`src/dmp_pkg.sv`:
```
// Shared codes, field widths and transfer structures of the DALI physical-layer core.
`timescale 1ns / 1ps

package dmp_pkg;

    localparam int FWD_W  = 24;
    localparam int BWD_W  = 8;

    // Request kinds carried in the slave-side tuser.
    localparam logic [1:0] REQ_TIMER = 2'd0;
    localparam logic [1:0] REQ_EDGE  = 2'd1;
    localparam logic [1:0] REQ_SEND  = 2'd2;

    localparam logic [1:0] KIND_SHORT = 2'd0;
    localparam logic [1:0] KIND_LONG  = 2'd1;

    localparam logic [2:0] TM_NONE = 3'd0;
    localparam logic [2:0] TM_MIN  = 3'd1;
    localparam logic [2:0] TM_TYP  = 3'd2;
    localparam logic [2:0] TM_MAX  = 3'd3;
    localparam logic [2:0] TM_STOP = 3'd4;

    localparam logic [3:0] EV_NONE      = 4'd0;
    localparam logic [3:0] EV_FWD_DONE  = 4'd1;
    localparam logic [3:0] EV_BWD_DONE  = 4'd2;
    localparam logic [3:0] EV_START_ERR = 4'd3;
    localparam logic [3:0] EV_FWD_ERR   = 4'd4;
    localparam logic [3:0] EV_STOP_ERR  = 4'd5;
    localparam logic [3:0] EV_TIMING    = 4'd6;
    localparam logic [3:0] EV_DATA      = 4'd7;
    localparam logic [3:0] EV_SIZE      = 4'd8;

    localparam logic [1:0] ST_OK            = 2'd0;
    localparam logic [1:0] ST_BUSY          = 2'd1;
    localparam logic [1:0] ST_NOT_FREE      = 2'd2;
    localparam logic [1:0] ST_NOT_SUPPORTED = 2'd3;

    typedef struct packed {
        logic [1:0]       req_type;
        logic             rx_level;
        logic [1:0]       frame_kind;
        logic [FWD_W-1:0] fwd_bits;
    } in_item_t;

    typedef struct packed {
        logic             tx_level;
        logic [2:0]       timer_cmd;
        logic [3:0]       event_code;
        logic [BWD_W-1:0] backward_data;
        logic [1:0]       send_status;
    } result_t;

endpackage

```
`src/dmp_in_stage.sv`:
```
// Input register stage that captures one request transfer at a time.
`timescale 1ns / 1ps

module dmp_in_stage
(
    input  logic              clk,
    input  logic              rst_n,
    input  logic              load,
    input  logic              consume,
    input  dmp_pkg::in_item_t item_in,
    output logic              valid,
    output dmp_pkg::in_item_t item_out
);

    logic              valid_reg;
    logic              valid_next;
    dmp_pkg::in_item_t item_reg;

    always_comb
    begin
        valid_next = valid_reg;
        if (load)
        begin
            valid_next = 1'b1;
        end
        else if (consume)
        begin
            valid_next = 1'b0;
        end
    end

    always_ff @(posedge clk or negedge rst_n)
    begin
        if (!rst_n)
        begin
            valid_reg <= 1'b0;
        end
        else
        begin
            valid_reg <= valid_next;
        end
    end

    always_ff @(posedge clk)
    begin
        if (load)
        begin
            item_reg <= item_in;
        end
    end

    assign valid    = valid_reg;
    assign item_out = item_reg;

endmodule

```
`src/dmp_engine.sv`:
```
// Line state machine: forward frame encoding, collision check and backward frame decoding.
`timescale 1ns / 1ps

module dmp_engine
#(
    parameter int SHORT_FWD_BITS = 16,
    parameter int LONG_FWD_BITS  = 24,
    parameter int BACK_BITS      = 8
)
(
    input  logic              clk,
    input  logic              rst_n,
    input  logic              advance,
    input  dmp_pkg::in_item_t item,
    output dmp_pkg::result_t  result
);

    localparam int MAX_FWD = (SHORT_FWD_BITS > LONG_FWD_BITS) ? SHORT_FWD_BITS : LONG_FWD_BITS;
    localparam int MAX_BITS = (MAX_FWD > BACK_BITS) ? MAX_FWD : BACK_BITS;
    localparam int HB_W = $clog2(2 * MAX_BITS + 1);

    localparam logic [HB_W-1:0] HB_SHORT = HB_W'(2 * SHORT_FWD_BITS);
    localparam logic [HB_W-1:0] HB_LONG  = HB_W'(2 * LONG_FWD_BITS);
    localparam logic [HB_W-1:0] HB_BACK  = HB_W'(2 * BACK_BITS);

    typedef enum logic [2:0] {
        LS_STARTUP,
        LS_IDLE,
        LS_FWD_START,
        LS_FWD_FRAME,
        LS_FWD_STOP,
        LS_BWD_START,
        LS_BWD_FRAME,
        LS_BWD_STOP
    } line_state_t;

    line_state_t                 ls_reg, ls_next;
    logic [HB_W-1:0]             hb_reg, hb_next;
    logic                        exp_reg, exp_next;
    logic [dmp_pkg::FWD_W-1:0]   fwd_reg, fwd_next;
    logic [dmp_pkg::BWD_W-1:0]   bwd_reg, bwd_next;
    logic                        drv_reg, drv_next;

    logic [2:0]                  tm;
    logic [3:0]                  ev;
    logic [1:0]                  st;

    // Forward half-bit level and backward half-bit helpers.
    logic [HB_W-1:0]             fidx;
    logic [dmp_pkg::FWD_W-1:0]   fshift;
    logic                        fbit;
    logic                        fwd_lvl;
    logic [HB_W-1:0]             hb_dec;
    logic [dmp_pkg::BWD_W-1:0]   bwd_set;
    logic [2:0]                  bh_tm;

    assign fidx    = hb_reg[0] ? (hb_reg >> 1) : ((hb_reg >> 1) - HB_W'(1));
    assign fshift  = fwd_reg >> fidx;
    assign fbit    = fshift[0];
    assign fwd_lvl = hb_reg[0] ? fbit : ~fbit;

    assign hb_dec  = hb_reg - HB_W'(1);
    assign bwd_set = bwd_reg | (dmp_pkg::BWD_W'(1) << (hb_dec >> 1));
    assign bh_tm   = (hb_dec != '0) ? dmp_pkg::TM_MAX : dmp_pkg::TM_NONE;

    always_comb
    begin
        ls_next  = ls_reg;
        hb_next  = hb_reg;
        exp_next = exp_reg;
        fwd_next = fwd_reg;
        bwd_next = bwd_reg;
        drv_next = drv_reg;
        tm       = dmp_pkg::TM_NONE;
        ev       = dmp_pkg::EV_NONE;
        st       = dmp_pkg::ST_OK;

        unique case (item.req_type)
            dmp_pkg::REQ_SEND:
            begin
                priority if (ls_reg != LS_IDLE)
                begin
                    st = dmp_pkg::ST_BUSY;
                end
                else if (!item.rx_level)
                begin
                    st = dmp_pkg::ST_NOT_FREE;
                end
                else if (item.frame_kind != dmp_pkg::KIND_SHORT &&
                         item.frame_kind != dmp_pkg::KIND_LONG)
                begin
                    st = dmp_pkg::ST_NOT_SUPPORTED;
                end
                else
                begin
                    hb_next  = (item.frame_kind == dmp_pkg::KIND_SHORT) ? HB_SHORT : HB_LONG;
                    fwd_next = item.fwd_bits;
                    ls_next  = LS_FWD_START;
                    drv_next = 1'b0;
                    exp_next = 1'b0;
                    tm       = dmp_pkg::TM_MIN;
                end
            end
            dmp_pkg::REQ_TIMER:
            begin
                unique case (ls_reg)
                    LS_STARTUP:
                    begin
                        ls_next = LS_IDLE;
                    end
                    LS_FWD_START:
                    begin
                        if (item.rx_level != exp_reg)
                        begin
                            ls_next = LS_IDLE;
                            ev      = dmp_pkg::EV_START_ERR;
                        end
                        else
                        begin
                            drv_next = 1'b1;
                            exp_next = 1'b1;
                            ls_next  = LS_FWD_FRAME;
                            tm       = dmp_pkg::TM_MIN;
                        end
                    end
                    LS_FWD_FRAME:
                    begin
                        priority if (item.rx_level != exp_reg)
                        begin
                            ls_next = LS_IDLE;
                            ev      = dmp_pkg::EV_FWD_ERR;
                        end
                        else if (hb_reg == '0)
                        begin
                            ls_next  = LS_FWD_STOP;
                            drv_next = 1'b1;
                            exp_next = 1'b1;
                            tm       = dmp_pkg::TM_STOP;
                        end
                        else
                        begin
                            drv_next = fwd_lvl;
                            exp_next = fwd_lvl;
                            hb_next  = hb_dec;
                            tm       = dmp_pkg::TM_TYP;
                        end
                    end
                    LS_FWD_STOP:
                    begin
                        ls_next = LS_IDLE;
                        ev = (item.rx_level != exp_reg) ? dmp_pkg::EV_STOP_ERR
                                                        : dmp_pkg::EV_FWD_DONE;
                    end
                    LS_BWD_START:
                    begin
                        ls_next = LS_IDLE;
                        ev      = dmp_pkg::EV_TIMING;
                    end
                    LS_BWD_FRAME:
                    begin
                        if (hb_reg == '0)
                        begin
                            ls_next  = LS_BWD_STOP;
                            exp_next = 1'b1;
                            tm       = dmp_pkg::TM_STOP;
                        end
                        else
                        begin
                            hb_next = hb_dec;
                            tm      = bh_tm;
                            if (hb_dec[0])
                            begin
                                exp_next = ~item.rx_level;
                                if (!item.rx_level)
                                begin
                                    bwd_next = bwd_set;
                                end
                            end
                            else
                            begin
                                ls_next = LS_IDLE;
                                ev      = dmp_pkg::EV_TIMING;
                            end
                        end
                    end
                    LS_BWD_STOP:
                    begin
                        ls_next = LS_IDLE;
                        ev      = dmp_pkg::EV_BWD_DONE;
                    end
                    LS_IDLE:
                    begin
                    end
                endcase
            end
            dmp_pkg::REQ_EDGE:
            begin
                unique case (ls_reg)
                    LS_IDLE:
                    begin
                        if (!item.rx_level)
                        begin
                            ls_next  = LS_BWD_START;
                            exp_next = 1'b1;
                            tm       = dmp_pkg::TM_MAX;
                        end
                        else
                        begin
                            ev = dmp_pkg::EV_SIZE;
                        end
                    end
                    LS_BWD_START:
                    begin
                        if (item.rx_level == exp_reg)
                        begin
                            ls_next  = LS_BWD_FRAME;
                            hb_next  = HB_BACK;
                            bwd_next = '0;
                            tm       = dmp_pkg::TM_MAX;
                        end
                        else
                        begin
                            ls_next = LS_IDLE;
                            ev      = dmp_pkg::EV_DATA;
                        end
                    end
                    LS_BWD_FRAME:
                    begin
                        if (hb_reg == '0)
                        begin
                            ls_next  = LS_BWD_STOP;
                            exp_next = 1'b1;
                            tm       = dmp_pkg::TM_STOP;
                        end
                        else
                        begin
                            hb_next = hb_dec;
                            tm      = bh_tm;
                            if (hb_dec[0])
                            begin
                                exp_next = ~item.rx_level;
                                if (!item.rx_level)
                                begin
                                    bwd_next = bwd_set;
                                end
                            end
                            else if (item.rx_level != exp_reg)
                            begin
                                ls_next = LS_IDLE;
                                ev      = dmp_pkg::EV_DATA;
                            end
                        end
                    end
                    LS_BWD_STOP:
                    begin
                        if (item.rx_level != exp_reg)
                        begin
                            ls_next = LS_IDLE;
                            ev      = dmp_pkg::EV_SIZE;
                        end
                    end
                    LS_STARTUP, LS_FWD_START, LS_FWD_FRAME, LS_FWD_STOP:
                    begin
                    end
                endcase
            end
            default:
            begin
            end
        endcase
    end

    always_ff @(posedge clk or negedge rst_n)
    begin
        if (!rst_n)
        begin
            ls_reg  <= LS_STARTUP;
            hb_reg  <= '0;
            exp_reg <= 1'b0;
            fwd_reg <= '0;
            bwd_reg <= '0;
            drv_reg <= 1'b1;
        end
        else if (advance)
        begin
            ls_reg  <= ls_next;
            hb_reg  <= hb_next;
            exp_reg <= exp_next;
            fwd_reg <= fwd_next;
            bwd_reg <= bwd_next;
            drv_reg <= drv_next;
        end
    end

    always_comb
    begin
        result.tx_level      = drv_next;
        result.timer_cmd     = tm;
        result.event_code    = ev;
        result.backward_data = (ev == dmp_pkg::EV_BWD_DONE) ? bwd_reg : '0;
        result.send_status   = st;
    end

endmodule

```
`src/dmp_out_stage.sv`:
```
// Result register that holds one outgoing transfer until the sink takes it.
`timescale 1ns / 1ps

module dmp_out_stage
(
    input  logic             clk,
    input  logic             rst_n,
    input  logic             load,
    input  logic             ready,
    input  dmp_pkg::result_t result_in,
    output logic             valid,
    output dmp_pkg::result_t result_out
);

    logic             valid_reg;
    logic             valid_next;
    dmp_pkg::result_t result_reg;

    always_comb
    begin
        valid_next = valid_reg;
        if (load)
        begin
            valid_next = 1'b1;
        end
        else if (ready)
        begin
            valid_next = 1'b0;
        end
    end

    always_ff @(posedge clk or negedge rst_n)
    begin
        if (!rst_n)
        begin
            valid_reg <= 1'b0;
        end
        else
        begin
            valid_reg <= valid_next;
        end
    end

    always_ff @(posedge clk)
    begin
        if (load)
        begin
            result_reg <= result_in;
        end
    end

    assign valid      = valid_reg;
    assign result_out = result_reg;

endmodule

```
`src/dali_manchester_phy_core.sv`:
```
// Top level of the DALI Manchester physical-layer core.
//
//  Channel  | Direction | Payload
//  ---------+-----------+----------------------------------------------------
//  s_*      | in        | tuser: req_type, frame_kind; tdata: rx_level, fwd_bits
//  m_*      | out       | tdata: tx_level, timer_cmd, event_code, backward_data,
//           |           |        send_status
//
// Every request yields exactly one result.
// A new request can be taken in every cycle while the sink takes results; the line
// state machine updates as the held request moves into the result register.
// Reset puts the line in startup with the transmit pin at idle level.
// When the result register is held by the sink, the input register holds
// one more request and then the slave side stalls.
`timescale 1ns / 1ps

module dali_manchester_phy_core
#(
    parameter int SHORT_FWD_BITS = 16,
    parameter int LONG_FWD_BITS  = 24,
    parameter int BACK_BITS      = 8
)
(
    input  logic        clk,
    input  logic        rst_n,
    input  logic        s_tvalid,
    output logic        s_tready,
    input  logic [31:0] s_tdata,   // [0] rx_level, [24:1] fwd_bits, [31:25] zero
    input  logic [3:0]  s_tuser,   // [1:0] req_type, [3:2] frame_kind
    output logic        m_tvalid,
    input  logic        m_tready,
    output logic [23:0] m_tdata    // [0] tx_level, [3:1] timer_cmd, [7:4] event_code,
                                   // [15:8] backward_data, [17:16] send_status, [23:18] zero
);

    dmp_pkg::in_item_t in_item;
    dmp_pkg::in_item_t held_item;
    dmp_pkg::result_t  step_result;
    dmp_pkg::result_t  out_result;
    logic              held_valid;
    logic              advance;
    logic              s_xfer;

    assign in_item.req_type   = s_tuser[1:0];
    assign in_item.frame_kind = s_tuser[3:2];
    assign in_item.rx_level   = s_tdata[0];
    assign in_item.fwd_bits   = s_tdata[24:1];

    // The held request moves on whenever the result register is free or drains.
    assign advance  = held_valid && (!m_tvalid || m_tready);
    assign s_tready = !held_valid || advance;
    assign s_xfer   = s_tvalid && s_tready;

    dmp_in_stage u_in_stage
    (
        .clk      (clk),
        .rst_n    (rst_n),
        .load     (s_xfer),
        .consume  (advance),
        .item_in  (in_item),
        .valid    (held_valid),
        .item_out (held_item)
    );

    dmp_engine
    #(
        .SHORT_FWD_BITS (SHORT_FWD_BITS),
        .LONG_FWD_BITS  (LONG_FWD_BITS),
        .BACK_BITS      (BACK_BITS)
    )
    u_engine
    (
        .clk     (clk),
        .rst_n   (rst_n),
        .advance (advance),
        .item    (held_item),
        .result  (step_result)
    );

    dmp_out_stage u_out_stage
    (
        .clk        (clk),
        .rst_n      (rst_n),
        .load       (advance),
        .ready      (m_tready),
        .result_in  (step_result),
        .valid      (m_tvalid),
        .result_out (out_result)
    );

    assign m_tdata = {6'd0,
                      out_result.send_status,
                      out_result.backward_data,
                      out_result.event_code,
                      out_result.timer_cmd,
                      out_result.tx_level};

endmodule

```
`config.mk`:
```
export PLATFORM = sky130hd
export DESIGN_NAME = dali_manchester_phy_core
export DESIGN_NICKNAME = d
export VERILOG_FILES = /design/src/dmp_pkg.sv /design/src/dmp_in_stage.sv /design/src/dmp_engine.sv /design/src/dmp_out_stage.sv /design/src/dali_manchester_phy_core.sv
export SDC_FILE = /design/constraint.sdc
export NUM_CORES = 1
export LEC_CHECK = 0
export BUFFER_PORTS_ARGS = -buffer_cell sky130_fd_sc_hd__buf_4
export CAP_MARGIN = 10
export CORE_MARGIN = 3
export CORE_UTILIZATION = 31
export CTS_CLUSTER_SIZE = 40
export DETAILED_ROUTE_END_ITERATION = 6
export SYNTH_ARGS = -nofsm -noshare
export SYNTH_HDL_FRONTEND = slang
export SYNTH_HIERARCHICAL = 1
export SYNTH_SLANG_ARGS = --single-unit
```
`constraint.sdc`:
```
create_clock -name clk -period 11.3 [get_ports clk]
set_clock_uncertainty 0.1 [all_clocks]
set_input_delay 1.695 -clock clk [delete_from_list [all_inputs] [get_ports clk]]
set_output_delay 1.695 -clock clk [all_outputs]
set_load 0.01 [all_outputs]
```
## After elaboration in Yosys (flattened, before gate mapping)

Cells that the tools add are included.

| word-level totals | value |
|---|---|
| word-level logic and storage cells | 171 |
| bits of input ports | 40 |
| output and inout bits | 26 |
| bits in registers | 92 |

| cells by class | value |
|---|---|
| mux-type cells | 88 |
| equal/unequal tests | 31 |
| reductions and logical operators | 24 |
| add/subtract/negate cells | 2 |
| shift operators | 2 |
| bitwise gates (word level) | 6 |

Operators by type and width:

| cell | number |
|---|---|
| $mux 3 | 22 |
| $mux 6 | 7 |
| $mux 8 | 5 |
| $pmux 3 s3 | 4 |
| $pmux 8 s2 | 2 |
| $pmux 3 s4 | 2 |
| $pmux 4 s6 | 1 |
| $pmux 6 s2 | 2 |
| $shr 24x6->1 | 1 |
| $mux 1 | 22 |
| $mux 4 | 5 |
| $pmux 6 s3 | 1 |
| $pmux 4 s4 | 1 |
| $ne 3x3->1 const B | 5 |
| $mux 2 | 7 |
| $eq 3x3->1 const B | 4 |
| $reduce_and 11->1 | 1 |
| $ne 5x4->1 const B | 2 |
| $reduce_and 10->1 | 1 |
| $reduce_and 5->1 | 2 |
| $reduce_and 9->1 | 1 |
| $ne 4x4->1 const B | 2 |
| $or 8x8->8 | 1 |
| $pmux 4 s2 | 1 |
| 31 further kinds | 51 |

## Depth between registers and ports, before layout

| logic depth | value |
|---|---|
| word-level depth | 9 |
| gate-level depth with buffers | 11 |
| gate-level depth less buffers | 10 |

## Modules after synthesis

Netlist, hierarchy kept.

By module, submodules not included:

| module | cells each | area each (um^2) | sequential area each (um^2) | times used |
|---|---|---|---|---|
| dmp_engine | 317 | 3,009.1 | 1,077.3 | 1 |
| dmp_in_stage | 32 | 907.1 | 895.9 | 1 |
| dmp_out_stage | 21 | 576.8 | 565.5 | 1 |
| dali_manchester_phy_core | 11 | 86.3 | 0.0 | 1 |

## Worst setup path before layout

No wires, ideal clock.

| timing path | value |
|---|---|
| kind | input port to flip-flop |
| from | input m_tready |
| to | register u_engine.hb_reg[2] |
| setup slack | 6.185 ns |
| cell stages on the path | 7 |
| arrival | 4.878 ns |
| data required time | 11.063 ns |
| library setup time | 0.137 ns |
| cell sequence | inv_1 > a21boi_0 > o21ai_0 > a221o_1 > clkbuf_1 > o21ai_0 > o41ai_1 |

| between the ends | value |
|---|---|
| longest elaborated chain between the ends | 3 |

RTL lines:

| what | line | RTL |
|---|---|---|
| from (decl) | dali_manchester_phy_core.sv:31 | `input logic m_tready,` |
| $logic_or 1x1->1 | dali_manchester_phy_core.sv:50 | `assign advance = held_valid && (!m_tvalid \|\| m_tready);` |
| $logic_and 1x1->1 | dali_manchester_phy_core.sv:50 |  |
| net advance | dali_manchester_phy_core.sv:41 | `logic advance;` |
| $reduce_and 9->1 (no source line) | -- |  |
| to (signal assigned) | dmp_engine.sv:287 | `hb_reg <= hb_next;` |
| to (decl) | dmp_engine.sv:38 | `logic [HB_W-1:0] hb_reg, hb_next;` |

The timed path passes the listed nets, and every way through them passes these cells.
A chain may end at the register's enable or synchronous reset.

## Worst setup path after layout

| timing path | value |
|---|---|
| from | input m_tready |
| to | output s_tready |

| between the ends | value |
|---|---|
| longest elaborated chain between the ends | 3 |

RTL lines:

| what | line | RTL |
|---|---|---|
| $logic_or 1x1->1 | dali_manchester_phy_core.sv:50 |  |
| $logic_and 1x1->1 | dali_manchester_phy_core.sv:50 |  |
| $logic_or 1x1->1 | dali_manchester_phy_core.sv:51 | `assign s_tready = !held_valid \|\| advance;` |
| to (decl) | dali_manchester_phy_core.sv:27 | `output logic s_tready,` |

No other way between the ends.

==> run summary <==
Placeable Area -> 14100 sq um
DRC viols -> 0
maxcap violations -> 0
Post-synth EDFFs -> 47
most instantiated cells after synthesis -> edfxtp_1, dfrtp_1, nor2_1, o21ai_0
Area Overhead vs Synth -> 17.6%
VDD IR max -> 0.111 mV
crit path from -> m_tready
die area -> 16300 sq um
Seq/Total Area, Yosys -> 55.4%
Data required, critical path -> 9.51 ns
crit-path most repeated cell -> buf_4
CTS max path bufs -> 2
Fin Hold WS -> 0.377 ns
largest net degree at the start of global routing -> 46
IO Pins -> 66
final setup fails -> 0
outcome -> finished clean
Syn Std Cell Area -> 4580 sq um
crit-path cells -> buf_4 > nand3b_4 > buf_4
worst slack, placed -> 7.30 ns
hpwl dp -> 6260 microns
Pleak -> 2.27 nW
Total Wirelength -> 8980 microns
Final Slew Violations -> 0
Clock Pin Slew Worst Setup and Hold Paths -> 0.07 ns
# clock sinks -> 92
Worst Setup Path Type -> input pin to primary output
critical path's largest stage delay -> 0.15 ns
num rows -> 43
post-CTS setup buffer count -> 0
Initial Utilization -> 32.4%
CTS H-tree depth -> 3
post-synth top area cell -> edfxtp_1
antenna diode instance count -> 0
syn_area_per_cell -> 12.0 sq um
hold buffers post-CTS -> 0
worst hold start -> u_in_stage/item_out[13]
global-route wire length before repair -> 15100 microns
fraction of layout cells with a size suffix above 1 -> 26.7%
Congestion Overflow GR -> 0
Fillers -> 1369
period utilization -> 34.5%
Setup crit start kind -> input pin
Die H -> 128 microns
Post-DRT Antenna Nets -> 0
total negative setup slack -> 0 ns
post-cts sizing count -> 0
most frequent cell after synthesis -> edfxtp_1
count of final hold-check violations -> 0
TritonCTS buffer count -> 9
CTS root buffer -> clkbuf_16
vias -> 3045
Clk Latency, worst-skew pair -> 0.35 ns
worst slew pin tran -> 1.12 ns
GPL Wtd Cong -> 0.876
Tmin final -> 3.89 ns
Largest register FFs -> 29
worst-path maximum fanout -> 3
area fraction of the dominant cell type after synthesis -> 30.8%
number of global-route vias before repair -> 3060
initial antenna violation count -> 0
Total GRT Usage -> 11.6%
Pwr per Cell Area -> 262 nW/um^2
Synth area leaders -> edfxtp_1, dfrtp_1, mux2_2, o21ai_0, mux4_1
die width -> 128 microns
PortBufs -> 52
Max Clock Freq -> 257 MHz
DR WL/cell -> 14.7 microns
Ys Warns -> 6
Worst Setup End Kind -> primary output
Slew headroom -> 25.3%
launching point of the worst reg2reg path -> u_engine/hb_reg[0]
TritonCTS clock tree -> done
first-pass iteration count of the detailed router -> 4
Primary FF master, synth -> edfxtp_1
FFs w/ async S/R, synth -> 48.9%
cells after synthesis -> 381
Worst EP arrival -> 2.10 ns
Via density -> 4.99
number of synthesized register bits -> 92
CP max-delay cell -> buf_4
Final WS setup -> 7.41 ns
Hold Crit Class -> register to register
number of DRC markers in iteration 0 -> 188
Nets -> 471
Netlist cell types -> 64
RSZ-0062 raised after global routing -> no
-- layout by cell type (no fill, tap or decap), types with 8 or more instances in the layout --
master,count
buf_4,54
edfxtp_1,47
a21oi_1,19
inv_1,10
o31ai_1,8
nand2_1,27
o21ai_0,29
and2_1,11
clkbuf_16,9
mux2_2,27
dfrtp_1,44
nor2_1,32
-- per-stage QoR --
step / power [mW] / std cells / instance area, sq um / utilization [%]
after floorplan: 0.947 / 386 / 4600 / -
after detailed placement: 1.13 / 594 / 5090 / 36.0
after global routing: 1.51 / 610 / 5390 / 38.1
after CTS: 1.42 / 610 / 5390 / 38.1
final: 1.41 / 610 / 5390 / 38.1
after global placement: 1.11 / 594 / 5090 / 36.0
-- cell families after synthesis --
group,count (synthesis),synth area share [%]
AO/OA/AOI/OAI,87,11.9
XOR/XNOR,12,2.70
adder cells (fa/ha/maj),6,1.64
buffers and inverters,39,4.18
flip-flops,92,55.4
multiplexers,36,10.7
other,1,0.0819
AND/OR/NAND/NOR,108,13.4
-- layout make-up --
cell class / instances / area [sq um] / share of cell area, %
Clock buffer: 9 / 225 / 4.18
Clock inverter: 7 / 68.8 / 1.28
Inverter: 13 / 50.0 / 0.929
Multi-Input combinational cell: 255 / 1870 / 34.8
Sequential cell: 92 / 2540 / 47.1
Tap cell: 180 / 225 / 4.18
Timing Repair Buffer: 54 / 405 / 7.53
-- where the power goes --
part / switching [mW] / internal [mW]
registers: 0.101 / 0.466
clock network: 0.137 / 0.155
logic: 0.295 / 0.257
-- metal layers --
| layer | wire (microns) | up-vias | track usage [%] | part of all wire [%] |
|---|---|---|---|---|
| li1 | - | 1475 | - | - |
| met1 | 3970 | 1463 | 14.3 | 44 |
| met2 | 4280 | 91 | 19.4 | 48 |
| met3 | 578 | 16 | 3.47 | 6.4 |
| met4 | 156 | 0 | 3.91 | 1.7 |
| met5 | 0 | - | 0 | 0 |
-- critical path: cells and delay by family --
family	cells	cell delay (ns)
buffers and inverters	2	0.27
and+or+nand+nor	1	0.14
-- final timing paths --
kind                                              end  cells after the start  slack [ns]
min reg2reg                      u_engine/fwd_reg[13]                      1        0.38
max                                          s_tready                      3        7.41
min in group asynchronous         u_engine/fwd_reg[5]                      1        1.26
max reg2reg                u_out_stage/result_out[17]                      8        7.95
max in group asynchronous        u_engine/fwd_reg[19]                      1        9.45
min                              u_engine/fwd_reg[13]                      1        0.38
(Power assumes the default switching activity.)
